File: config.mk
export PLATFORM = sky130hd
export DESIGN_NAME = tcsw_front
export DESIGN_NICKNAME = d
export VERILOG_FILES = /design/src/design/tcsw_pkg.sv /design/src/design/tcsw_front.sv
export SDC_FILE = /design/constraint.sdc
export NUM_CORES = 1
export LEC_CHECK = 0
export ABC_CLOCK_PERIOD_IN_PS = 17200
export BUFFER_PORTS_ARGS = -buffer_cell sky130_fd_sc_hd__buf_2
export CORE_MARGIN = 2
export CORE_UTILIZATION = 58
export DETAILED_ROUTE_END_ITERATION = 8
export PLACE_DENSITY_LB_ADDON = 0.2
export SETUP_SLACK_MARGIN = 0.5
export SKIP_CTS_REPAIR_TIMING = 1
export SLEW_MARGIN = 40
export SYNTH_ARGS = -nofsm -noshare
export SYNTH_HDL_FRONTEND = slang
export SYNTH_SLANG_ARGS = --single-unit
export TNS_END_PERCENT = 10
File: constraint.sdc
create_clock -name clk_i -period 17.2 [get_ports clk_i]
set_clock_uncertainty 0.2 [all_clocks]
set_input_delay 0.86 -clock clk_i [delete_from_list [all_inputs] [get_ports clk_i]]
set_output_delay 0.86 -clock clk_i [all_outputs]
set_load 0.01 [all_outputs]
File: src/design/tcsw_pkg.sv
// Shared types, constants and address/field helpers for the tag cache.
package tcsw_pkg;

  localparam int unsigned SETS        = 256;
  localparam int unsigned WAYS        = 4;
  localparam int unsigned WORDS       = 8;
  localparam int unsigned SET_W       = 8;
  localparam int unsigned WAY_W       = 2;
  localparam int unsigned WORD_W      = 3;
  localparam int unsigned TAG_W       = 21;
  localparam int unsigned DATA_ADDR_W = SET_W + WAY_W + WORD_W;
  localparam int unsigned DATA_DEPTH  = SETS * WAYS * WORDS;

  localparam logic [1:0] OP_READ   = 2'd0;
  localparam logic [1:0] OP_WRITE  = 2'd1;
  localparam logic [1:0] OP_ALLOC  = 2'd2;
  localparam logic [1:0] OP_REFILL = 2'd3;

  localparam logic [1:0] KIND_DONE   = 2'd0;
  localparam logic [1:0] KIND_WB     = 2'd1;
  localparam logic [1:0] KIND_REFILL = 2'd2;

  typedef struct packed {
    logic [1:0]  operation;
    logic [31:0] address;
    logic [63:0] write_data;
  } item_in_t;

  typedef struct packed {
    logic [1:0]  result_kind;
    logic [31:0] result_address;
    logic [63:0] result_data;
    logic        was_hit;
    logic        last;
  } item_out_t;

  typedef struct packed {
    logic      valid;
    item_out_t item;
  } emit_t;

  typedef struct packed {
    logic       compress_zero_lines;
    logic [2:0] tag_size_log2;
    logic [2:0] granule_log2;
  } cfg_t;

  typedef struct packed {
    item_in_t         item;
    logic [SET_W-1:0] set;
    logic [TAG_W-1:0] tag;
  } work_t;

  typedef struct packed {
    logic             valid;
    logic             dirty;
    logic [TAG_W-1:0] tag;
  } way_meta_t;

  typedef struct packed {
    way_meta_t [WAYS-1:0] ways;
    logic [2:0]           plru;
  } meta_row_t;

  localparam int unsigned META_W = $bits(meta_row_t);

  function automatic logic [2:0] eff_tsl(cfg_t c);
    return (c.tag_size_log2 > 3'd6) ? 3'd6 : c.tag_size_log2;
  endfunction

  function automatic logic [2:0] eff_g(cfg_t c);
    logic [2:0] g;
    g = c.granule_log2;
    if (g < 3'd3) g = 3'd3;
    if (g > 3'd6) g = 3'd6;
    return g;
  endfunction

  function automatic logic [3:0] line_shift(cfg_t c);
    return 4'd6 + {1'b0, eff_g(c)} - {1'b0, eff_tsl(c)};
  endfunction

  function automatic logic [3:0] word_shift(cfg_t c);
    return 4'd3 + {1'b0, eff_g(c)} - {1'b0, eff_tsl(c)};
  endfunction

  function automatic logic [1:0] gran_shift(cfg_t c);
    logic [2:0] s;
    s = eff_g(c) - 3'd3;
    return s[1:0];
  endfunction

  function automatic logic [SET_W-1:0] set_of(logic [31:0] addr, cfg_t c);
    logic [31:0] s;
    s = addr >> line_shift(c);
    return s[SET_W-1:0];
  endfunction

  function automatic logic [TAG_W-1:0] tag_of(logic [31:0] addr, cfg_t c);
    logic [31:0] s;
    s = addr >> ({1'b0, line_shift(c)} + 5'd8);
    return s[TAG_W-1:0];
  endfunction

  function automatic logic [WORD_W-1:0] word_of(logic [31:0] addr, cfg_t c);
    logic [31:0] s;
    s = addr >> word_shift(c);
    return s[WORD_W-1:0];
  endfunction

  function automatic logic [5:0] field_pos(logic [31:0] addr, cfg_t c);
    logic [31:0] s;
    logic [6:0]  m;
    logic [5:0]  fi;
    s  = addr >> gran_shift(c);
    m  = (7'd1 << (3'd6 - eff_tsl(c))) - 7'd1;
    fi = s[5:0] & m[5:0];
    return fi << eff_tsl(c);
  endfunction

  function automatic logic [63:0] field_mask(cfg_t c);
    logic [6:0] w;
    w = 7'd1 << eff_tsl(c);
    return (eff_tsl(c) == 3'd6) ? '1 : ((64'd1 << w) - 64'd1);
  endfunction

  function automatic logic [63:0] read_field(logic [63:0] word, logic [31:0] addr, cfg_t c);
    return (eff_tsl(c) == 3'd6) ? word : ((word >> field_pos(addr, c)) & field_mask(c));
  endfunction

  function automatic logic [63:0] merge_field(logic [63:0] word, logic [63:0] data,
                                              logic [31:0] addr, cfg_t c);
    logic [63:0] m;
    logic [5:0]  p;
    m = field_mask(c);
    p = field_pos(addr, c);
    return (eff_tsl(c) == 3'd6) ? data : ((word & ~(m << p)) | ((data & m) << p));
  endfunction

  function automatic logic [WAY_W-1:0] plru_victim(logic [2:0] b);
    return b[0] ? (b[2] ? 2'd3 : 2'd2) : (b[1] ? 2'd1 : 2'd0);
  endfunction

  function automatic logic [2:0] plru_touch(logic [2:0] b, logic [WAY_W-1:0] way);
    logic [2:0] r;
    r = b;
    if (way[1]) begin
      r[0] = 1'b0;
      r[2] = ~way[0];
    end else begin
      r[0] = 1'b1;
      r[1] = ~way[0];
    end
    return r;
  endfunction

  function automatic logic [31:0] wb_addr(logic [TAG_W-1:0] tag, logic [SET_W-1:0] set,
                                          logic [WORD_W-1:0] idx, cfg_t c);
    logic [39:0] base;
    logic [31:0] off;
    base = {11'd0, tag, set} << line_shift(c);
    off  = {29'd0, idx} << word_shift(c);
    return base[31:0] + off;
  endfunction

  function automatic logic [31:0] line_base(logic [31:0] addr, cfg_t c);
    return addr & (32'hFFFF_FFFF << line_shift(c));
  endfunction

endpackage

File: src/design/tcsw_front.sv
// Front end: accepts items, decodes set and tag, holds them in a two-entry queue.
module tcsw_front (
  input  logic               clk_i,
  input  logic               rst_ni,
  input  logic               push_i,
  output logic               full_o,
  input  tcsw_pkg::item_in_t item_i,
  input  tcsw_pkg::cfg_t     cfg_i,
  input  logic               busy_i,
  input  logic               pop_i,
  output logic               valid_o,
  output tcsw_pkg::work_t    work_o
);

  tcsw_pkg::work_t mem_q [2];
  logic            wr_q, rd_q;
  logic [1:0]      cnt_q;
  logic            do_push, do_pop;

  assign full_o  = busy_i | (cnt_q == 2'd2);
  assign valid_o = (cnt_q != 2'd0);
  assign work_o  = mem_q[rd_q];
  assign do_push = push_i & ~full_o;
  assign do_pop  = pop_i & valid_o;

  always_ff @(posedge clk_i) begin
    if (do_push) begin
      mem_q[wr_q].item <= item_i;
      mem_q[wr_q].set  <= tcsw_pkg::set_of(item_i.address, cfg_i);
      mem_q[wr_q].tag  <= tcsw_pkg::tag_of(item_i.address, cfg_i);
    end
  end

  always_ff @(posedge clk_i or negedge rst_ni) begin
    if (!rst_ni) begin
      wr_q  <= 1'b0;
      rd_q  <= 1'b0;
      cnt_q <= 2'd0;
    end else begin
      if (do_push) wr_q <= ~wr_q;
      if (do_pop) rd_q <= ~rd_q;
      cnt_q <= cnt_q + {1'b0, do_push} - {1'b0, do_pop};
    end
  end

endmodule

======== Word level (Yosys, flattened, before mapping) ========
Memories as Yosys holds them, arrays and structs flattened.
Index checks and enable logic that the tools add are counted.
storage, ports and cells
  bits in registers ....................... 4
  latch bits .............................. 0
  memory bits (writable) .................. 254
  bits in read-only memories .............. 0
  bits of input ports ..................... 110
  output and inout bits ................... 129
  word-level logic and storage cells ...... 29
  memories ................................ 1
cells by class
  $add $sub $neg .......................... 5
  multiply operators ...................... 0
  div/mod/pow operators ................... 0
  magnitude comparators ................... 3
  equal/unequal tests ..................... 1
  shift operators ......................... 2
  mux-type cells .......................... 7
  bitwise gates (word level) .............. 6
  reduce and logical (&&, ||, !) cells .... 1
memories
  name   depth  width  rd ports  clocked after Yosys merged registers in  wr ports  RTL line          RTL
  mem_q  2      127    1         0                                        1         tcsw_front.sv:15  tcsw_pkg::work_t mem_q [2];
operator list
  kind                   count
  $shr A32 B4 Y8         1
  $shr A32 B5 Y21        1
  $mux W3                5
  $gt A3 B3 Y1 const B   2
  $add A4 B4 Y5 const B  1
  $add A3 B3 Y4 const A  1
  $sub A4 B3 Y4          1
  $lt A3 B2 Y1 const B   1
  $not A1 Y1             3
  $add A2 B1 Y2          1
  $and A1 B1 Y1          2
  $eq A2 B2 Y1 const B   1
  $mux W1                2
  $reduce_bool A2 Y1     1
  $sub A2 B1 Y2          1
  $or A1 B1 Y1           1

======== Depth between registers and ports, before layout ========
Gate-level depths: netlist of the first run.
  depth in word-level cells ............... 12
  depth in mapped cells ................... 13
  gate-level depth less buffers ........... 11

======== Worst setup path before layout of the first run ========
Ideal clock, no wire load.
  path kind ............................... in2reg
  from .................................... in busy_i
  to ...................................... mem mem_q[0][0] (netlist bit) (enable)
  library setup time ...................... 0.615 ns
  arrival time ............................ 6.440 ns
  data required time ...................... 16.385 ns
  path slack .............................. 9.945 ns
  stages .................................. 3
  cells stage by stage .................... a21oi_1 > nand2_1 > nor2_1
on the way
  longest elaborated chain between the ends .. 5
ends and longest elaborated chain
  what                           RTL line          RTL
  start: declaration             tcsw_front.sv:9   input logic busy_i,
  $or A1 B1 Y1                   tcsw_front.sv:20  assign full_o = busy_i | (cnt_q == 2'd2);
  $not A1 Y1                     tcsw_front.sv:23  assign do_push = push_i & ~full_o;
  $and A1 B1 Y1                  tcsw_front.sv:23
  $mux W1                        tcsw_front.sv:27  if (do_push) begin
  $mux W1 (not written as such)  tcsw_front.sv:30  mem_q[wr_q].tag <= tcsw_pkg::tag_of(item_i.address, cfg_i);
  end: declaration               tcsw_front.sv:15
Every way passes these cells.

======== Worst setup path in the final report of the first run ========
  from .................................... in cfg_i[2] (netlist bit)
  to ...................................... mem mem_q[1][9] (netlist bit) (data pin)
on the way
  longest elaborated chain between the ends .. 10
ends and longest elaborated chain
  what                RTL line          RTL
  start: declaration  tcsw_front.sv:8   input tcsw_pkg::cfg_t cfg_i,
  $lt A3 B2 Y1        tcsw_pkg.sv:74    if (g < 3'd3) g = 3'd3;
  $mux W3 *           tcsw_pkg.sv:74
  $mux W3 *           tcsw_front.sv:27
  $gt A3 B3 Y1        tcsw_pkg.sv:75    if (g > 3'd6) g = 3'd6;
  $mux W3 *           tcsw_pkg.sv:75
  $mux W3 *           tcsw_front.sv:27
  $add A3 B3 Y4 *     tcsw_pkg.sv:80    return 4'd6 + {1'b0, eff_g(c)} - {1'b0, eff_tsl(c)};
  $sub A4 B3 Y4 *     tcsw_pkg.sv:80
  $add A4 B4 Y5 *     tcsw_pkg.sv:101   s = addr >> ({1'b0, line_shift(c)} + 5'd8);
  $shr A32 B5 Y21 *   tcsw_pkg.sv:101
Mark *: on every way between the ends. The rest lies on a longest branch, timed or not. The select of a mux whose other input is x is not followed.

==> results of run 1 <==
[metrics by stage]
| step | instances | utilization | area, µm² |
|---|---|---|---|
| 6_report | 1067 | 0.7185 | 13040 |
| 5_1_grt | 1067 | 0.7185 | 13040 |
| 4_1_cts | 1066 | 0.7179 | 13030 |
| 3_5_place_dp | 1018 | 0.6745 | 12240 |
| 3_3_place_gp | 1018 | 0.6732 | 12220 |
| 2_1_floorplan | 575 | - | 10810 |
[metal layers]
layer  vias to the layer above  global-route usage  share of wire
li1                       2770                   -              -
met4                         0             0.05053          0.016
met5                         -                   0              0
met2                       217              0.3540           0.50
met3                        26             0.04513          0.070
met1                      2909              0.2726           0.42
[synth_stat cells (3+ instances only)]
| cell | n | share of area |
|---|---|---|
| edfxtp_1 | 254 | 0.71 |
| mux2_2 | 133 | 0.14 |
| mux2i_1 | 74 | 0.069 |
| clkbuf_1 | 16 | 0.0056 |
| nor2_1 | 11 | 0.0038 |
| mux4_2 | 10 | 0.021 |
| inv_1 | 8 | 0.0028 |
| ha_1 | 6 | 0.0069 |
| a21oi_1 | 5 | 0.0023 |
| buf_1 | 5 | 0.0017 |
| buf_2 | 4 | 0.0019 |
| dfrtp_1 | 4 | 0.0093 |
| nand3_1 | 4 | 0.0019 |
| xnor2_1 | 4 | 0.0032 |
| and3_1 | 3 | 0.0017 |
| buf_4 | 3 | 0.0021 |
| nand2_1 | 3 | 0.0010 |
| o211ai_1 | 3 | 0.0021 |
[worst reg2reg max path, cell delays in order, from the launching register on]
cell     delay [ns]
dfrtp_1        0.37
inv_1          0.05
a21oi_1        0.25
and3_4         0.70
buf_6          0.69
[cells by family (layout without fill, tap and decap cells)]
group	Yosys count	after routing
adder cells (fa/ha/maj)	7	7
multiplexers	218	218
AO/OA/AOI/OAI	19	19
flip-flops	258	258
AND/OR/NAND/NOR	27	27
buffers and inverters	40	303
XOR/XNOR	6	6
[worst paths after layout]
| check | start | to | slack, ns |
|---|---|---|---|
| worst max-delay path | cfg_i[2] | mem_q[1][9]$_DFFE_PP_ | 13.15 |
| worst min-delay path | item_i[60] | mem_q[1][89]$_DFFE_PP_ | 0.32 |
| worst max register to register | cnt_q[0]$_DFF_PN0_ | mem_q[1][114]$_DFFE_PP_ | 14.53 |
| worst min register to register | cnt_q[0]$_DFF_PN0_ | cnt_q[0]$_DFF_PN0_ | 0.34 |
| max in group asynchronous | rst_ni | rd_q$_DFFE_PN0P_ | 16.18 |
| min in group asynchronous | rst_ni | cnt_q[1]$_DFF_PN0_ | 0.48 |
[sequential cells by signal (all words and copies together), names as in the netlist]
register and cells:
cnt_q 2, mem_q 254, rd_q 1, wr_q 1
[layout make-up]
class	count	area (µm²)	area share
inverter	10	37.54	0.002879
multi-input combinational	277	2935	0.2251
clock buffer	42	752.0	0.05767
clock inverter	6	36.28	0.002783
tap	229	286.5	0.02197
sequential	258	7731	0.5929
timing repair buffer	245	1260	0.09663
[where the power goes]
group / switching (mW) / internal, mW / total (mW) / leakage, nW
logic: 0.304 / 0.273 / 0.577 / 2.21
registers: 0.0418 / 0.800 / 0.842 / 2.37
clock network: 0.217 / 0.299 / 0.516 / 0.385
total: 0.562 / 1.37 / 1.94 / 4.97
[layout by cell type (no fill, tap or decap), types with 3 or more instances in the layout]
| cell | instances |
|---|---|
| clkbuf_1 | 13 |
| nand3_1 | 4 |
| o211ai_1 | 3 |
| mux2_2 | 133 |
| nand2_1 | 3 |
| dfrtp_1 | 3 |
| nor2_1 | 10 |
| mux2i_1 | 74 |
| ha_1 | 6 |
| inv_1 | 8 |
| clkinv_2 | 3 |
| mux4_2 | 10 |
| edfxtp_1 | 254 |
| buf_6 | 3 |
| clkbuf_16 | 27 |
| buf_4 | 4 |
| buf_2 | 237 |
| a21oi_1 | 5 |
| xnor2_1 | 3 |
==> key figures, run 1 <==
Global routing
  • Initial antenna violation count: 0
  • Number of global-route vias before repair: 6260
  • First-pass GRT wire length: around 32000 µm
  • Largest net degree at the start of global routing: 80
  • Overflow after GRT: 0
  • GRT Total Usage: 0.2062

Timing
  • Setup TNS: 0 ns
  • Final hold vios: 0
  • Final Setup Violations: 0
  • RSZ-0062 raised after global routing: false
  • Worst Tran Pin Value: 0.7492 ns
  • Final max-slew violation count: 0
  • Fmax: 247.1 MHz
  • Worst hold-check slack: roughly 0.32 ns
  • Tcrit/Tclk final: 0.2353
  • Slew HR: 0.5005
  • Final setup margin: 13.15 ns
  • Min Tclk post-route: 4.047 ns

Drt
  • Pre-Repair DR Iteration Count: 4
  • Total Routed Length: roughly 21000 µm
  • Initial DRC count: 257
  • Drt wl/cell: between 15 and 20 µm
  • Via count: between 5000 and 6000
  • DRC violation count after routing: 0
  • Routed vias/inst: 5.550
  • Post-route ant nets: 0

Finish
  • Net total in the final layout: approximately 940
  • Layout Area Growth over Synthesis: 20.63%
  • Layout cells sized above 1: 0.5131
  • Fill count: 1216
  • Ant diodes: 0

Die
  • Core area: 18150 µm²
  • Initial core utilization: 0.5956
  • Die Area: 19740 µm²
  • Die Y: 140.5 µm
  • Row cnt: between 40 and 50
  • DIE WIDTH: 140.5 µm
  • # IOs: 239

Synth
  • Syn_nets: 692
  • Syn avg cell area: 18.80 µm²
  • Largest family of logic cells by synthesized area: multiplexers
  • Yosys warns: 0
  • Post-synthesis mux area share: 0.2304
  • Async set or reset register ratio after synthesis: 0.01550
  • Synth Area in Compound Gates: 0.01262
  • EDFF count, synth: 254
  • Cells after synthesis: about 580
  • Register area share after synthesis: 0.7149
  • Number of library cell types mapped by synthesis: 37
  • #FFs+latches synth: 258
  • Post-Synth Simple-Gate Area: 0.01169
  • Cell Area, Synth: 10810 µm²
  • Synth Area in Adders: 0.008797
  • Post-Synth XOR/XNOR Area: 0.004862
  • Ys flop type: edfxtp_1

Clock network
  • Root buf cell: clkbuf_16
  • CTS buffer count: 27
  • Clock Latency Late Sink: 0.51 ns
  • Worst-path clk slew: 0.06 ns
  • H-tree depth: 1
  • Clk sinks: 258
  • Clk buf depth: 3
  • CTS tree: done

Place
  • Port bufs: about 240
  • HPWL after detailed placement: 13780 µm
  • Pre-CTS WS: 12.64 ns
  • GP Congestion: between 0.7 and 0.8

Pwr
  • Leakage power: 4.968 nW
  • Pwr dens: approximately 150 nW/µm²
  • Total Power: between 1.5 and 2 mW
  • Max VDD drop: 0.09480 mV

Min path
  • Min-delay worst type: in2reg
  • Hold path cells: 1

Worst setup path
  • Worst-path maximum fanout: 39
  • Most used cell, CP: inv_1
  • Worst r2r path cells: 4
  • Critical path cell sequence: buf_2 -> inv_1 -> nor2_1 -> ha_1 -> inv_1 -> ha_1 -> inv_1 -> fa_4 -> mux4_2 -> mux2_2 -> a221o_1
  • Arr. time, crit path: between 4 and 5 ns
  • WP depth: 11
  • Setup crit start kind: primary input
  • Critical path type: in2reg
  • CP Capture Type: register
  • Required @ worst endpoint: 17.25 ns
  • Crit-path max cell delay: 1.17 ns
  • Buf/Inv on CP: 4
  • Delay-heaviest family, CP: adder cells
  • Slowest cell on the critical path: fa_4

Outcome
  • Outcome: completed

Run
  • Max-cap violation count: 0
Note: power is estimated with default switching activity, not from simulation.
==> run 2: changes to the inputs <==
- ABC_AREA: not set -> 1
- ABC_CLOCK_PERIOD_IN_PS: 17200 -> 3400
- CORE_UTILIZATION: 58 -> 49
- clock period: 17.2 -> 3.4 ns (I/O delays scaled with it)
==> run 2 against run 1 <==
Against the previous run: clock power rose to 5.3 times the previous value; sequential power rose to 4.9 times the previous value; synthesized area rose by 1.1%; setup slack lost 12 ns.
==> key figures, run 2 <==
Clock network
  • Worst-path clk slew: 0.06 ns (about the same)
  • Clk buf depth: 3 (unchanged)
  • H-tree depth: 1 (unchanged)
  • CTS tree: done (unchanged)
  • Clock Latency Late Sink: 0.52 ns (was 0.51 ns)
  • CTS buffer count: 27 (unchanged)
  • Root buf cell: clkbuf_16 (unchanged)
  • Clk sinks: 258 (unchanged)

Drt
  • Pre-Repair DR Iteration Count: 5 (was 4)
  • Total Routed Length: 25610 µm (was 20540 µm)
  • Initial DRC count: 619 (was 257)
  • Via count: 8330 (was 5922)
  • Routed vias/inst: 5.045 (was 5.550)
  • Drt wl/cell: 15.51 µm (was 19.25 µm)
  • Post-route ant nets: 0 (unchanged)
  • DRC violation count after routing: 0 (unchanged)
  • DR top layer: met4 (unchanged)
  • Met3 Wirelength: 1763 µm (was 1443 µm)
  • WL met2: 13000 µm (was 10170 µm)
  • Wl on met1: 10410 µm (was 8605 µm)

Finish
  • Multi-input gate area: 2908 µm² (was 2935 µm²)
  • Number of flip-flops in the largest register: 254 (unchanged)
  • Storage element area: 7731 µm² (unchanged)
  • Fill count: 1667 (was 1216)
  • Layout cells sized above 1: 0.2188 (was 0.5131)
  • Net total in the final layout: 1469 (was 936)
  • Final Non-Filler Cells: 1651 (was 1067)
  • Layout Area Growth over Synthesis: 30.84% (was 20.63%)
  • Final Util: 0.6549 (was 0.7185)
  • Regs by FF count: mem_q: 254 flops, cnt_q: 2 flops (unchanged)
  • Largest register by flop count: mem_q (unchanged)
  • Design area: 14290 µm² (was 13040 µm²)
  • Most frequent cells in the layout: nand2_1 (552), edfxtp_1 (254), buf_2 (237) (was edfxtp_1 (254), buf_2 (237), mux2_2 (133))
  • Ant diodes: 0 (unchanged)
  • Commonest non-fill, non-tap cell in the layout: nand2_1 (was edfxtp_1)

Place
  • HPWL after detailed placement: 15800 µm (was 13780 µm)
  • GP Congestion: 0.8800 (was 0.7906)
  • Placed Cells: 1500 (was 1018)
  • Post-placement cell area: 12430 µm² (was 12240 µm²)
  • Port bufs: 237 (unchanged)
  • Pre-CTS WS: 0.8402 ns (was 12.64 ns)

Worst setup path
  • CP Capture Type: primary output (was register)
  • Arr. time, crit path: 2.17 ns (was 4.10 ns)
  • Setup crit start kind: register (was primary input)
  • Critical path type: reg2out (was in2reg)
  • Worst-path maximum fanout: 52 (was 39)
  • Required @ worst endpoint: 3.03 ns (was 17.25 ns)

Timing
  • Final Setup Violations: 0 (unchanged)
  • Setup TNS: 0 ns (unchanged)
  • Tcrit/Tclk final: 0.7459
  • Fmax: about 390 MHz
  • Min Tclk post-route: between 2 and 3 ns
  • Final hold vios: 0 (unchanged)
  • Final setup margin: 0.8640 ns (was 13.15 ns)
  • Slew HR: 0.5106 (was 0.5005)
  • Worst Tran Pin Value: 0.7324 ns (was 0.7492 ns)
  • RSZ-0062 raised after global routing: false (unchanged)
  • Final max-slew violation count: 0 (unchanged)
  • Worst hold-check slack: 0.1082 ns (was 0.3232 ns)

Pwr
  • Switching share of power: 0.3492 (was 0.2905)
  • Max VDD drop: 0.4987 mV (was 0.09480 mV)
  • Total Power: 10.62 mW (was 1.936 mW)
  • Clk pwr share: 0.260 (was 0.267)
  • Psw: 3.708 mW (was 0.5623 mW)
  • Combinational Power Share: 0.349 (was 0.298)
  • Internal power: 6.910 mW (was 1.373 mW)
  • Leakage power: 6.293 nW (was 4.968 nW)
  • Sequential share of power: 0.391 (was 0.435)
  • Pwr dens: 743.0 nW/µm² (was 148.4 nW/µm²)

Synth
  • Syn avg cell area: 10.69 µm² (was 18.80 µm²)
  • Ys flop type: edfxtp_1 (unchanged)
  • #FFs+latches synth: 258 (unchanged)
  • Cell Area, Synth: 10920 µm² (was 10810 µm²)
  • Yosys warns: 0 (unchanged)
  • Async set or reset register ratio after synthesis: 0.01550 (unchanged)
  • Cells after synthesis: 1022 (was 575)
  • EDFF count, synth: 254 (unchanged)
  • Number of library cell types mapped by synthesis: 22 (was 37)
  • Most frequent cells after synthesis: nand2_1 (553), edfxtp_1 (254), nand3_1 (117), buf_2 (20), clkbuf_1 (20) (was edfxtp_1 (254), mux2_2 (133), mux2i_1 (74), clkbuf_1 (16), nor2_1 (11))
  • Most instantiated library cell after synthesis: nand2_1 (was edfxtp_1)
  • Syn_nets: 1139 (was 692)
  • Area leader, netlist: edfxtp_1 (unchanged)
  • Register area share after synthesis: 0.7074 (was 0.7149)
  • Top cells by area, synth: edfxtp_1 (70%), nand2_1 (19%), nand3_1 (5.4%) (was edfxtp_1 (71%), mux2_2 (14%), mux2i_1 (6.9%))
  • Synth top area share: 0.6983 (was 0.7056)

Die
  • Row cnt: 54 (was 49)
  • Core area: 21820 µm² (was 18150 µm²)
  • Die Area: 23500 µm² (was 19740 µm²)
  • DIE WIDTH: 153.3 µm (was 140.5 µm)
  • Initial core utilization: 0.5005 (was 0.5956)
  • # IOs: 239 (unchanged)
  • Die Y: 153.3 µm (was 140.5 µm)

Global routing
  • Initial antenna violation count: 0 (unchanged)
  • Overflow after GRT: 0 (unchanged)
  • Number of global-route vias before repair: 7464 (was 6260)
  • Largest net degree at the start of global routing: 128 (was 80)
  • GRT Total Usage: 0.2013 (was 0.2062)
  • First-pass GRT wire length: 38050 µm (was 32290 µm)

Run
  • Max-cap violation count: 0 (unchanged)

Min path
  • Min-delay worst type: in2reg (unchanged)

Outcome
  • Outcome: completed (unchanged)
==> run 2: cell type report <==
type | count | share of cell area
clock inverter | 16 | 0.009718
timing repair buffer | 354 | 0.1686
tap | 280 | 0.02451
sequential | 258 | 0.5410
multi-input combinational | 696 | 0.2035
inverter | 15 | 0.004115
clock buffer | 32 | 0.04859
==> run 2: power groups by stage <==
| stage | combinational [mW] | sequential (mW) | clock (mW) |
|---|---|---|---|
| 2_1_floorplan | 2.19 | 4.21 | 0 |
| 3_5_place_dp | 3.63 | 4.22 | 0 |
| 4_1_cts | 3.64 | 4.15 | 2.81 |
| 5_1_grt | 4.11 | 4.19 | 2.93 |
| 6_report | 3.71 | 4.15 | 2.76 |
| 3_3_place_gp | 3.59 | 4.20 | 0 |
==> run 2: critical path, stage by stage, from the launching register on <==
cell	delay (ns)
dfrtp_4	0.50
inv_4	0.46
buf_4	0.36
nand2_1	0.08
nand2_1	0.07
buf_2	0.16
==> run 2: logic make-up after synthesis <==
kind of cell,Yosys count,synth area share
compound gates,3,0.001947
xor+xnor,5,0.004697
fa+ha+maj,7,0.008706
buf+inv,68,0.02909
flops,258,0.7074
simple gates,681,0.2481
==> run 2: final timing paths <==
path,startpoint,end,slack (ns),cells after the start
max reg2reg,cnt_q[1]$_DFF_PN0_,mem_q[0][76]$_DFFE_PP_,1.23,4
max,rd_q$_DFFE_PN0P_,work_o[73],0.86,5
min reg2reg,cnt_q[0]$_DFF_PN0_,cnt_q[0]$_DFF_PN0_,0.35,1
min,busy_i,mem_q[0][44]$_DFFE_PP_,0.11,4
max in group asynchronous,rst_ni,rd_q$_DFFE_PN0P_,2.46,3
min in group asynchronous,rst_ni,cnt_q[1]$_DFF_PN0_,0.35,3
==> run 2: routing by layer <==
layer	vias to the layer above	global-route usage
li1	4092	-
met1	3908	0.2581
met3	29	0.02977
met2	301	0.3593
met4	0	0.05291
met5	-	0
