<file path="config.mk">
export PLATFORM = sky130hd
export DESIGN_NAME = tcsw_outq
export DESIGN_NICKNAME = d
export VERILOG_FILES = /design/src/design/tcsw_pkg.sv /design/src/design/tcsw_outq.sv
export SDC_FILE = /design/constraint.sdc
export NUM_CORES = 1
export LEC_CHECK = 0
export BUFFER_PORTS_ARGS = -buffer_cell sky130_fd_sc_hd__buf_4
export CORE_MARGIN = 8
export CORE_UTILIZATION = 57
export CTS_CLUSTER_SIZE = 14
export DETAILED_ROUTE_END_ITERATION = 10
export MAX_ROUTING_LAYER = met4
export PLACE_DENSITY = 0.85
export SYNTH_ARGS = -nofsm -noshare
export SYNTH_HDL_FRONTEND = slang
export SYNTH_SLANG_ARGS = --single-unit
</file>
<file path="constraint.sdc">
create_clock -name clk_i -period 12.6 [get_ports clk_i]
set_input_delay 0 -clock clk_i [delete_from_list [all_inputs] [get_ports clk_i]]
set_output_delay 0 -clock clk_i [all_outputs]
set_load 0.02 [all_outputs]
</file>
<file path="src/design/tcsw_pkg.sv">
// Shared types, constants and address/field helpers for the tag cache.
package tcsw_pkg;

  localparam int unsigned SETS        = 256;
  localparam int unsigned WAYS        = 4;
  localparam int unsigned WORDS       = 8;
  localparam int unsigned SET_W       = 8;
  localparam int unsigned WAY_W       = 2;
  localparam int unsigned WORD_W      = 3;
  localparam int unsigned TAG_W       = 21;
  localparam int unsigned DATA_ADDR_W = SET_W + WAY_W + WORD_W;
  localparam int unsigned DATA_DEPTH  = SETS * WAYS * WORDS;

  localparam logic [1:0] OP_READ   = 2'd0;
  localparam logic [1:0] OP_WRITE  = 2'd1;
  localparam logic [1:0] OP_ALLOC  = 2'd2;
  localparam logic [1:0] OP_REFILL = 2'd3;

  localparam logic [1:0] KIND_DONE   = 2'd0;
  localparam logic [1:0] KIND_WB     = 2'd1;
  localparam logic [1:0] KIND_REFILL = 2'd2;

  typedef struct packed {
    logic [1:0]  operation;
    logic [31:0] address;
    logic [63:0] write_data;
  } item_in_t;

  typedef struct packed {
    logic [1:0]  result_kind;
    logic [31:0] result_address;
    logic [63:0] result_data;
    logic        was_hit;
    logic        last;
  } item_out_t;

  typedef struct packed {
    logic      valid;
    item_out_t item;
  } emit_t;

  typedef struct packed {
    logic       compress_zero_lines;
    logic [2:0] tag_size_log2;
    logic [2:0] granule_log2;
  } cfg_t;

  typedef struct packed {
    item_in_t         item;
    logic [SET_W-1:0] set;
    logic [TAG_W-1:0] tag;
  } work_t;

  typedef struct packed {
    logic             valid;
    logic             dirty;
    logic [TAG_W-1:0] tag;
  } way_meta_t;

  typedef struct packed {
    way_meta_t [WAYS-1:0] ways;
    logic [2:0]           plru;
  } meta_row_t;

  localparam int unsigned META_W = $bits(meta_row_t);

  function automatic logic [2:0] eff_tsl(cfg_t c);
    return (c.tag_size_log2 > 3'd6) ? 3'd6 : c.tag_size_log2;
  endfunction

  function automatic logic [2:0] eff_g(cfg_t c);
    logic [2:0] g;
    g = c.granule_log2;
    if (g < 3'd3) g = 3'd3;
    if (g > 3'd6) g = 3'd6;
    return g;
  endfunction

  function automatic logic [3:0] line_shift(cfg_t c);
    return 4'd6 + {1'b0, eff_g(c)} - {1'b0, eff_tsl(c)};
  endfunction

  function automatic logic [3:0] word_shift(cfg_t c);
    return 4'd3 + {1'b0, eff_g(c)} - {1'b0, eff_tsl(c)};
  endfunction

  function automatic logic [1:0] gran_shift(cfg_t c);
    logic [2:0] s;
    s = eff_g(c) - 3'd3;
    return s[1:0];
  endfunction

  function automatic logic [SET_W-1:0] set_of(logic [31:0] addr, cfg_t c);
    logic [31:0] s;
    s = addr >> line_shift(c);
    return s[SET_W-1:0];
  endfunction

  function automatic logic [TAG_W-1:0] tag_of(logic [31:0] addr, cfg_t c);
    logic [31:0] s;
    s = addr >> ({1'b0, line_shift(c)} + 5'd8);
    return s[TAG_W-1:0];
  endfunction

  function automatic logic [WORD_W-1:0] word_of(logic [31:0] addr, cfg_t c);
    logic [31:0] s;
    s = addr >> word_shift(c);
    return s[WORD_W-1:0];
  endfunction

  function automatic logic [5:0] field_pos(logic [31:0] addr, cfg_t c);
    logic [31:0] s;
    logic [6:0]  m;
    logic [5:0]  fi;
    s  = addr >> gran_shift(c);
    m  = (7'd1 << (3'd6 - eff_tsl(c))) - 7'd1;
    fi = s[5:0] & m[5:0];
    return fi << eff_tsl(c);
  endfunction

  function automatic logic [63:0] field_mask(cfg_t c);
    logic [6:0] w;
    w = 7'd1 << eff_tsl(c);
    return (eff_tsl(c) == 3'd6) ? '1 : ((64'd1 << w) - 64'd1);
  endfunction

  function automatic logic [63:0] read_field(logic [63:0] word, logic [31:0] addr, cfg_t c);
    return (eff_tsl(c) == 3'd6) ? word : ((word >> field_pos(addr, c)) & field_mask(c));
  endfunction

  function automatic logic [63:0] merge_field(logic [63:0] word, logic [63:0] data,
                                              logic [31:0] addr, cfg_t c);
    logic [63:0] m;
    logic [5:0]  p;
    m = field_mask(c);
    p = field_pos(addr, c);
    return (eff_tsl(c) == 3'd6) ? data : ((word & ~(m << p)) | ((data & m) << p));
  endfunction

  function automatic logic [WAY_W-1:0] plru_victim(logic [2:0] b);
    return b[0] ? (b[2] ? 2'd3 : 2'd2) : (b[1] ? 2'd1 : 2'd0);
  endfunction

  function automatic logic [2:0] plru_touch(logic [2:0] b, logic [WAY_W-1:0] way);
    logic [2:0] r;
    r = b;
    if (way[1]) begin
      r[0] = 1'b0;
      r[2] = ~way[0];
    end else begin
      r[0] = 1'b1;
      r[1] = ~way[0];
    end
    return r;
  endfunction

  function automatic logic [31:0] wb_addr(logic [TAG_W-1:0] tag, logic [SET_W-1:0] set,
                                          logic [WORD_W-1:0] idx, cfg_t c);
    logic [39:0] base;
    logic [31:0] off;
    base = {11'd0, tag, set} << line_shift(c);
    off  = {29'd0, idx} << word_shift(c);
    return base[31:0] + off;
  endfunction

  function automatic logic [31:0] line_base(logic [31:0] addr, cfg_t c);
    return addr & (32'hFFFF_FFFF << line_shift(c));
  endfunction

endpackage

</file>
<file path="src/design/tcsw_outq.sv">
// Two-entry result queue between the back end and the result ports.
module tcsw_outq (
  input  logic                clk_i,
  input  logic                rst_ni,
  input  tcsw_pkg::emit_t     emit_i,
  output logic                ready_o,
  input  logic                pop_i,
  output logic                empty_o,
  output tcsw_pkg::item_out_t item_o
);

  tcsw_pkg::item_out_t mem_q [2];
  logic                wr_q, rd_q;
  logic [1:0]          cnt_q;
  logic                do_push, do_pop;

  assign ready_o = (cnt_q != 2'd2);
  assign empty_o = (cnt_q == 2'd0);
  assign item_o  = mem_q[rd_q];
  assign do_push = emit_i.valid & ready_o;
  assign do_pop  = pop_i & ~empty_o;

  always_ff @(posedge clk_i) begin
    if (do_push) mem_q[wr_q] <= emit_i.item;
  end

  always_ff @(posedge clk_i or negedge rst_ni) begin
    if (!rst_ni) begin
      wr_q  <= 1'b0;
      rd_q  <= 1'b0;
      cnt_q <= 2'd0;
    end else begin
      if (do_push) wr_q <= ~wr_q;
      if (do_pop) rd_q <= ~rd_q;
      cnt_q <= cnt_q + {1'b0, do_push} - {1'b0, do_pop};
    end
  end

endmodule
</file>
== After elaboration in Yosys (flattened, before gate mapping) ==
Memory sizes are Yosys's and may differ from the RTL's.
Cells that the tools add are included.

* Equal/unequal tests: 1
* Add/subtract/negate cells: 2
* Multiplexer cells: 2
* Bitwise operators: 5
* Reduce and logical (&&, ||, !) cells: 1

{| class="wikitable"
|+ Operators by type and width
! cell !! number
|-
| inverter 1 bit || 3
|-
| adder 2 x 1 -> 2 bit || 1
|-
| bitwise AND 1 bit || 2
|-
| zero test 2 bit || 1
|-
| two-way mux 1 bit || 2
|-
| != test 2 bit (second input constant) || 1
|-
| subtractor 2 x 1 -> 2 bit || 1
|}

* Output and inout bits: 102
* Register bits after elaboration: 4
* Memories kept: 1
* Input port bits: 104
* Bits in writable memories: 200

{| class="wikitable"
|+ Memories
! memory !! words !! bits a word !! rd ports !! clocked after memory_dff !! wr ports !! RTL line !! source
|-
| mem_q || 2 || 100 || 1 || 0 || 1 || tcsw_outq.sv:12 || <nowiki>tcsw_pkg::item_out_t mem_q [2];</nowiki>
|}

== Logic depth before layout (Yosys ltp) ==
Gate-level depths: netlist of the first run.

* Depth after elaboration: 4
* Gate-level depth with buffers: 7
* Gate-level depth less buffers: 7

== Worst setup path before layout of the first run ==
No wires, ideal clock.

* Path type: reg-to-reg
* From: register cnt_q[1]
* To: memory mem_q[0][0] (netlist bit) (enable)
* Period minus slack after synthesis: 5.486 ns
* Data arrival time: 4.926 ns
* Cell stages (with the launch flop): 4
* Path slack: 7.114 ns
* Path buffers: 0
* Path through: dfrtp_1 nand2b_1 nand2_1 nor2_1

* Cells in the longest elaborated chain, start to end: 4

{| class="wikitable"
|+ RTL lines
! element !! RTL line !! source
|-
| start: declaration || tcsw_outq.sv:14 || <nowiki>logic [1:0] cnt_q;</nowiki>
|-
| start signal: assignment || tcsw_outq.sv:35 || <nowiki>cnt_q <= cnt_q + {1'b0, do_push} - {1'b0, do_pop};</nowiki>
|-
| != test 2 bit || tcsw_outq.sv:17 || <nowiki>assign ready_o = (cnt_q != 2'd2);</nowiki>
|-
| via ready_o || tcsw_outq.sv:6 || <nowiki>output logic ready_o,</nowiki>
|-
| bitwise AND 1 bit || tcsw_outq.sv:20 || <nowiki>assign do_push = emit_i.valid & ready_o;</nowiki>
|-
| two-way mux 1 bit || tcsw_outq.sv:24 || <nowiki>if (do_push) mem_q[wr_q] <= emit_i.item;</nowiki>
|-
| two-way mux 1 bit (implied by the code) || tcsw_outq.sv:24 ||
|-
| end: declaration || tcsw_outq.sv:12 ||
|}

The timed path passes the listed nets, and every way through them passes these cells.

==> summary.txt, run 1 <==
STA
  • Max-slew headroom: between 20% and 30%
  • Final Hold Violating Endpoints: 0
  • Setup TNS: 0 ps
  • Final slew viol count: 0
  • Worst-margin pin slew: 1110 ps
  • Skew final: between 8 and 9 ps
  • Post-layout min period: between 2000 and 3000 ps
  • Final period utilization: between 20 and 25%
  • # setup viols final: 0
  • Fmax: about 340 MHz
  • RSZ-0062 raised after global routing: false

Setup path
  • CP Launch Point: rd_q$_DFFE_PN0P_
  • R2R depth: 3
  • Reg2reg setup slack: 10290 ps
  • Crit. End Element: output port
  • Critical Path AT: 2920 ps
  • Worst Path Max Fanout: 60
  • Top cell by count, worst path: buf_4
  • Worst Path Required: 12600 ps
  • Critical R2R Capture: mem_q[1][68]$_DFFE_PP_
  • Critical path class: reg -> out
  • CP Launch Type: register
  • Crit-path cells: buf_4, mux2_4, buf_4
  • Crit path largest cell delay: about 930 ps
  • Reg-to-reg startpoint: cnt_q[1]$_DFF_PN0_
  • Slowest-stage cell, CP: buf_4

Placement
  • GP Congestion: 0.673
  • # port buffers: between 200 and 250
  • Post-detail-place hpwl: between 10000 and 15000 um
  • DP Area: 0.00947 mm2

CTS
  • Quantity of gates resized following cts: 0
  • Clock root buffer: clkbuf_16
  • Clock Pin Slew Worst Setup and Hold Paths: around 60 ps
  • Worst-case clock buffer depth: 3
  • Worst skew pair latency: approximately 470 ps
  • H-tree levels: 1
  • Clock sinks: around 200
  • CTS tree: done
  • CTS buffer count: 20

Yosys
  • Post-Synthesis Cells: 328
  • Primary FF master, synth: edfxtp_1
  • Sequential area share after synthesis: ~80%
  • Top-count cell post-synth: edfxtp_1
  • FFs w/ async S/R, synth: between 1.5 and 2%
  • Post-synth top cells: 200 x edfxtp_1, 90 x mux2_4, 10 x mux2_2, 9 x buf_12, 4 x dfrtp_1
  • YS warnings: 0
  • Cell Area, Synth: 0.00786 mm2
  • Yosys top cell by area: edfxtp_1
  • Syn avg cell area: roughly 24 um2
  • Synth unique cells: 16
  • Seq cells post-synth: 204
  • Top cells by area, synth: edfxtp_1 76%, mux2_4 17%, buf_12 2.3%, mux2_2 1.4%, dfrtp_1 1.3%
  • Number of synthesized flops with an enable pin: 200
  • Syn_nets: approximately 430
  • Yosys top cell area share: 76.4%

Detailed routing
  • Initial DRT Pass Iterations: 4
  • Final ANT Viol Nets: 0
  • Vias: between 4000 and 5000
  • Initial DRC Count: ~330
  • Residual DRC: 0
  • Via density: a little over 5
  • Drt wl/cell: 21.5 um
  • Total Wirelength: 18100 um

Layout
  • Design area: approximately 0.011 mm2
  • Share of layout cells above drive strength 1: 50.8%
  • Layout area overhead: 41.2%
  • Nets: ~760
  • Filler cells: about 650

Power
  • Leak: between 4 and 5 nW
  • P_int: ~0.0017 W
  • Tot Pwr: about 0.0025 W
  • Clk pwr share: a little over a fifth
  • Sw Pwr: a little under 0.0008 W
  • Net Sw Frac: a little under a third
  • Sequential share of power: roughly 40%
  • Logic pwr share: between 30% and 40%
  • Max IR drop VDD: roughly 240 uV
  • PwrDens: about 230 mW/mm2

Global route
  • Vias in the first global route: a little under 5000
  • Tot GR Track Use: between 20% and 30%
  • Largest net degree at the start of global routing: 81
  • Congestion Overflow GR: 0
  • Initial antenna violation count: 1
  • First-pass GRT wire length: roughly 27000 um

Die
  • # IOs: 206
  • FP Rows: between 40 and 50
  • Die Wd: roughly 130 um
  • Initial cell density of the core: 57.5%
  • Die ar.: 0.0178 mm2
  • DIE HEIGHT: around 130 um
  • Core Region: 0.0137 mm2

Worst hold path
  • Min-delay src: emit_i[20]
  • Worst Hold Class: in -> reg
  • Hold Path Stages: 2
  • Hold EP: mem_q[0][20]$_DFFE_PP_

Outcome
  • Outcome: complete, no violations

Job
  • Max-capacitance violation count: 0
==> stage by stage <==
step / util (%) / setup WS, ps / instances / hold WS, ps
floorplan: - / 7110 / 328 / -296
global placement: 69.3 / 10200 / 706 / -202
detailed placement: 69.3 / 10160 / 706 / -200
CTS: 81.2 / 9640 / 842 / 234
global route: 81.2 / 9550 / 843 / 238
finish: 81.2 / 9680 / 843 / 252
==> layout make-up <==
type                    count  area, um2  share of cell area [%]
multi-input cells         112       1570                    14.1
clock inverters             3       13.8                   0.124
clock buffers              29        566                    5.10
flip-flops and latches    204       6110                    55.1
well taps                 180        225                    2.03
repair buffers            313       2610                    23.5
diodes                      1       2.50                  0.0226
inverters                   1       3.75                  0.0338
==> power by group through the flow <==
stage	Combinational [W]	Clock (W)	Sequential [W]
5_1_grt	0.00101	0.000568	0.00102
4_1_cts	0.000958	0.000542	0.00101
6_report	0.000959	0.000533	0.00101
3_5_place_dp	0.000928	0	0.00102
2_1_floorplan	0.000678	0	0.000989
3_3_place_gp	0.000912	0	0.00101
==> registers in the layout (all words and copies together), names as in the netlist <==
register  flops
cnt_q         2
mem_q       200
rd_q          1
wr_q          1
==> kinds of logic (layout without fill, tap and decap cells) <==
group	count (synthesis)	after routing	synth area share, %
adder cells (fa/ha/maj)	2	2	0.318
XOR/XNOR	4	4	0.446
AND/OR/NAND/NOR	6	6	0.382
other	0	1	0
multiplexers	100	100	18.6
buffers and inverters	12	346	2.55
flip-flops	204	204	77.7
==> critical path: cells and delay by family, from the launching register on <==
kind	cells	cell delay [ps]
flip-flops	1	900
multiplexers	1	360
buffers and inverters	2	1090
==> how the worst max path moves through the flow <==
stage                                  endpoint  slack [ps]  cells past startpoint
after global placement               item_o[71]       10200                      3
after detailed placement             item_o[71]       10160                      3
after floorplan           mem_q[0][0]$_DFFE_PP_        7110                      3
after global routing                 item_o[41]        9550                      3
final                                item_o[66]        9680                      3
after CTS                            item_o[71]        9640                      3
==> layer usage <==
layer | routed length [um] | share of wire (%) | vias up | track usage [%]
met3 | 1050 | 5.8 | 40 | 4.44
met5 | 0 | 0 | - | -
met1 | 6450 | 36 | 2101 | 20.9
li1 | - | - | 1938 | -
met2 | 10000 | 55 | 174 | 36.6
met4 | 568 | 3.1 | 0 | 8.36
==> timing repair <==
item                      4_1_cts  5_1_grt
hold endpoints to repair      206        0
setup buffers                   0        0
hold buffers                  104        0
==> cells in the final DEF, fill, tap and decap left out, drive strengths merged, types with 2 or more instances in the layout <==
cell / Yosys / final
ha: 2 / 2
mux2: 100 / 100
edfxtp: 200 / 200
dlygate4sd3: 0 / 104
dfrtp: 4 / 4
nor2: 2 / 2
clkinv: 0 / 3
buf: 11 / 209
xnor2: 3 / 3
clkbuf: 0 / 29
No activity file was read; power rests on OpenSTA's default activity.
==> run 2, diff against run 1 <==
- ABC_AREA: unset -> 1
- CORE_UTILIZATION: 57 -> 52
- PLACE_DENSITY: 0.85 -> 0.79
- clock period: 12.6 -> 3 ns (I/O delays scaled with it)
==> summary.txt, run 2 <==
Layout
  • Max FFs per register: 200
  • Nets: about 1000
  • Final Util: 75.6%
  • Most frequent cells in the layout: 313 x nand2_1, 211 x buf_4, 200 x edfxtp_1
  • Largest regs: mem_q: 200 flops, cnt_q: 2 flops
  • Layout area overhead: 43.7%
  • Reg with most FFs: mem_q
  • Share of layout cells above drive strength 1: approximately 27%
  • Design area: ~0.011 mm2
  • Commonest non-fill, non-tap cell in the layout: nand2_1

CTS
  • Post CTS Setup Buffer Count: 0
  • Clock sinks: 204
  • Clock root buffer: clkbuf_16
  • Worst skew pair latency: between 400 and 500 ps
  • CTS Hold Bufs: between 100 and 150
  • Clock Pin Slew Worst Setup and Hold Paths: 60 ps
  • H-tree levels: 1
  • CTS tree: done
  • CTS buffer count: 20
  • Quantity of gates resized following cts: 0
  • Worst-case clock buffer depth: 3

Detailed routing
  • Final ANT Viol Nets: 0
  • Initial DRC Count: around 360
  • Residual DRC: 0
  • Total Wirelength: 18600 um
  • Drt wl/cell: 17.5 um
  • Initial DRT Pass Iterations: 5
  • Vias: between 5000 and 6000
  • Via density: 4.91

Placement
  • # port buffers: 205
  • DP Area: a little over 0.009 mm2
  • GP Congestion: 0.758
  • Post-detail-place hpwl: 11000 um

Yosys
  • Seq cells post-synth: 204
  • Synth unique cells: 11
  • Top cells by area, synth: edfxtp_1 79%, nand2_1 16%, buf_6 1.3%, dfrtp_1 1.3%, buf_4 1.1%
  • Yosys top cell area share: between 70% and 80%
  • Top-count cell post-synth: nand2_1
  • Sequential area share after synthesis: around four fifths
  • Post-synth top cells: 313 x nand2_1, 200 x edfxtp_1, 11 x buf_4, 9 x buf_6, 9 x inv_1
  • FFs w/ async S/R, synth: a little under 2%
  • Primary FF master, synth: edfxtp_1
  • Syn avg cell area: 13.6 um2
  • Yosys top cell by area: edfxtp_1
  • YS warnings: 0
  • Cell Area, Synth: about 0.0076 mm2
  • Syn_nets: 661
  • Post-Synthesis Cells: 555
  • Number of synthesized flops with an enable pin: 200

Global route
  • Vias in the first global route: roughly 5600
  • Initial antenna violation count: 0
  • Tot GR Track Use: roughly a fifth
  • First-pass GRT wire length: 28100 um
  • Largest net degree at the start of global routing: a little over 100
  • Congestion Overflow GR: 0

STA
  • Post-layout min period: ~2300 ps
  • Hold WS: approximately 250 ps
  • Final period utilization: about three quarters
  • Max-slew headroom: between 20 and 30%
  • # setup viols final: 0
  • Skew final: ~7.2 ps
  • Setup TNS: 0 ps
  • Worst-margin pin slew: ~1100 ps
  • Fmax: 435 MHz
  • RSZ-0062 raised after global routing: false
  • Final slew viol count: 0
  • Final Hold Violating Endpoints: 0

Die
  • Die Wd: 137 um
  • DIE HEIGHT: 137 um
  • Die ar.: approximately 0.019 mm2
  • Initial cell density of the core: about 53%
  • # IOs: between 200 and 250
  • FP Rows: between 40 and 50
  • Core Region: around 0.014 mm2

Worst hold path
  • Min-delay src: emit_i[84]
  • Worst Hold Class: in -> reg

Power
  • Leak: roughly 4.7 nW
  • PwrDens: ~970 mW/mm2
  • Max IR drop VDD: roughly 700 uV
  • Tot Pwr: ~0.010 W

Setup path
  • Worst Path Max Fanout: 50
  • Critical path class: reg -> out
  • Reg-to-reg startpoint: cnt_q[1]$_DFF_PN0_
  • Worst Path Required: approximately 3000 ps
  • Critical Path AT: 2300 ps
  • CP Launch Type: register
  • Crit. End Element: output port
  • CP Launch Point: rd_q$_DFFE_PN0P_

Job
  • Max-capacitance violation count: 0

Outcome
  • Outcome: complete, no violations
## run 2: cell count changes after synthesis, moves of 3 or more
cell and delta:
buf_12 -9, buf_4 +11, buf_6 +8, inv_1 +8, mux2_2 -10, mux2_4 -90, nand2_1 +312, nand3_1 +3
xnor2_1 -3
## run 2: logic make-up (layout without fill, tap and decap cells)
group                      count (synthesis)  in the layout  share of synthesized area (%)
and+or+nand+nor                          317            317                           15.8
adders and majority gates                  2              2                          0.331
other                                      0              1                              0
buffers and inverters                     32            360                           3.06
DFF                                      204            204                           80.8
## run 2: report_power, final
group	leakage, nW	switching, W	internal [W]
clock network	0.299	0.000945	0.00136
registers	1.91	0.000157	0.00389
logic	2.45	0.00268	0.00145
total	4.66	0.00378	0.00670
## run 2: metrics by stage
| step | cells | worst slack [ps] |
|---|---|---|
| 2_1_floorplan | 555 | 348 |
| 4_1_cts | 1067 | 657 |
| 6_report | 1068 | 700 |
| 3_3_place_gp | 929 | 1170 |
| 5_1_grt | 1067 | 545 |
| 3_5_place_dp | 929 | 1110 |
## run 2: worst max-delay path, stage by stage (launching register included)
cell and delay [ps]:
dfrtp_4 410, clkinv_2 540, buf_4 500, nand2_1 100, nand2_1 70, buf_4 170
## run 2: per-layer routing
layer / wire length (um) / GRT usage (%)
met5: 0 / -
met4: 530 / 7.38
met3: 1240 / 2.97
met2: 10100 / 36.2
met1: 6770 / 21.5
## run 2: worst paths after layout
check | to | slack [ps] | cells past startpoint
setup / recovery | item_o[81] | 700 | 5
hold / removal | mem_q[0][84]$_DFFE_PP_ | 250 | 2
setup reg to reg | mem_q[0][92]$_DFFE_PP_ | 1030 | 4
hold reg to reg | wr_q$_DFFE_PN0N_ | 520 | 2
max in group asynchronous | rd_q$_DFFE_PN0P_ | 2360 | 3
min in group asynchronous | rd_q$_DFFE_PN0P_ | 440 | 3
## run 2: final cells by class
class	instances	area (um2)
antenna	1	2.50
clock buffer	27	548
clock inverter	7	57.6
fill	845	3510
inverter	10	42.5
multi-input combinational	319	1230
sequential	204	6110
tap	184	230
timing repair buffer	316	2650
==> run 3, diff against run 2 <==
- ABC_AREA: 1 -> 0
- CORE_UTILIZATION: 52 -> 47
- PLACE_DENSITY: 0.79 -> 0.75
- clock period: 3 -> 1.9 ns (I/O delays scaled with it)
==> summary.txt, run 3 (synthesis results as in run 1) <==
Detailed routing
  • Total Wirelength: 17000 um
  • Drt wl/cell: between 15 and 20 um
  • Initial DRT Pass Iterations: 4
  • Final ANT Viol Nets: 0
  • Residual DRC: 0
  • Via density: 4.73
  • Initial DRC Count: 213
  • Vias: roughly 4200

Layout
  • Layout area overhead: 44.9%
  • Max FFs per register: 200
  • Commonest non-fill, non-tap cell in the layout: buf_4
  • Nets: between 700 and 800
  • Most frequent cells in the layout: 207 x buf_4, 200 x edfxtp_1, 104 x dlygate4sd3_1
  • # diodes: 0
  • Largest regs: mem_q: 200 flops, cnt_q: 2 flops
  • Share of layout cells above drive strength 1: between 50% and 60%
  • Reg with most FFs: mem_q

Power
  • Leak: 4.57 nW
  • PwrDens: approximately 1500 mW/mm2
  • Max IR drop VDD: 937 uV
  • Tot Pwr: about 0.017 W

CTS
  • CTS tree: done
  • H-tree levels: 1
  • CTS Hold Bufs: 104
  • Post CTS Setup Buffer Count: 0
  • Worst skew pair latency: ~470 ps
  • Clock sinks: 204
  • Clock root buffer: clkbuf_16
  • Quantity of gates resized following cts: 0
  • Clock Pin Slew Worst Setup and Hold Paths: ~60 ps
  • Worst-case clock buffer depth: 3
  • CTS buffer count: 21

Die
  • Core Region: 0.0165 mm2
  • Die Wd: 145 um
  • Initial cell density of the core: between 40% and 50%
  • # IOs: 206
  • FP Rows: between 40 and 50
  • Die ar.: 0.0211 mm2
  • DIE HEIGHT: about 150 um

Global route
  • Initial antenna violation count: 0
  • First-pass GRT wire length: roughly 26000 um
  • Largest net degree at the start of global routing: 61
  • Congestion Overflow GR: 0
  • Vias in the first global route: 4888
  • Tot GR Track Use: between 10% and 20%

Setup path
  • Critical Path AT: 1810 ps
  • Reg-to-reg startpoint: cnt_q[1]$_DFF_PN0_
  • CP Launch Point: rd_q$_DFFE_PN0P_
  • Worst Path Max Fanout: 18
  • Crit. End Element: output port
  • Critical path class: reg -> out
  • CP Launch Type: register
  • Worst Path Required: approximately 1900 ps

STA
  • Fmax: roughly 550 MHz
  • RSZ-0062 raised after global routing: false
  • Max-slew headroom: between 70% and 80%
  • Worst-margin pin slew: approximately 360 ps
  • Skew final: between 7 and 8 ps
  • Setup TNS: 0 ps
  • # setup viols final: 0
  • Post-layout min period: roughly 1800 ps
  • Final Hold Violating Endpoints: 0
  • Final period utilization: roughly 95%
  • Final slew viol count: 0

Placement
  • GP Congestion: between 0.7 and 0.8
  • Post-detail-place hpwl: 10800 um
  • # port buffers: 205

Worst hold path
  • Worst Hold Class: in -> reg
  • Min-delay src: emit_i[82]

Job
  • Max-capacitance violation count: 0

Outcome
  • Outcome: complete, no violations
## run 3: cell count changes in the layout (fill, tap and decap cells not counted), moves of 3 or more
cell,previous run,this run
clkbuf_1,6,3
inv_1,8,1
nand2_1,313,0
xnor2_1,0,3
nand3_1,3,0
buf_4,211,207
mux2_2,0,10
buf_12,1,8
mux2_4,0,90
## run 3: final cells by class
| cell class | count | area [um2] |
|---|---|---|
| Sequential cell | 204 | 6110 |
| Multi-Input combinational cell | 112 | 1580 |
| Clock buffer | 24 | 537 |
| Inverter | 1 | 3.75 |
| Fill cell | 1017 | 5070 |
| Timing Repair Buffer | 319 | 2760 |
| Clock inverter | 11 | 130 |
| Tap cell | 220 | 275 |
## run 3: worst max-delay path, cell delays in order (launching register included)
cell and delay [ps]:
dfrtp_4 480, buf_4 350, mux2_4 340, buf_4 160
## run 3: power by group
part           internal (W)  switching, W
Sequential          0.00615      0.000297
Combinational       0.00335       0.00341
Clock               0.00242       0.00154
Total                0.0119       0.00525
## run 3: layer usage
metal  vias to the layer above  track usage [%]  share of wire (%)
li1                       1960                -                  -
met5                         -                -                  0
met3                        28             4.54                7.1
met1                      2069             17.7                 39
met4                         0             4.42                1.8
met2                       154             28.0                 52
## run 3: path summary, 6_finish.rpt
kind / slack [ps] / cells past startpoint / end
max: 90 / 3 / item_o[62]
min in group asynchronous: 440 / 3 / rd_q$_DFFE_PN0P_
min: 250 / 2 / mem_q[0][82]$_DFFE_PP_
min reg2reg: 550 / 1 / cnt_q[0]$_DFF_PN0_
max in group asynchronous: 1270 / 3 / rd_q$_DFFE_PN0P_
max reg2reg: 280 / 7 / cnt_q[1]$_DFF_PN0_
## run 3: metrics by stage
step | cell area [um2] | util, % | hold WS, ps | setup WS, ps | cells
3_3_place_gp | 9680 | 58.8 | -201 | 404 | 752
5_1_grt | 11400 | 69.2 | 243 | 4.77 | 891
6_report | 11400 | 69.2 | 253 | 88.9 | 891
4_1_cts | 11400 | 69.2 | 230 | 45.5 | 891
2_1_floorplan | 7880 | - | -296 | -622 | 328
3_5_place_dp | 9680 | 58.8 | -199 | 299 | 752
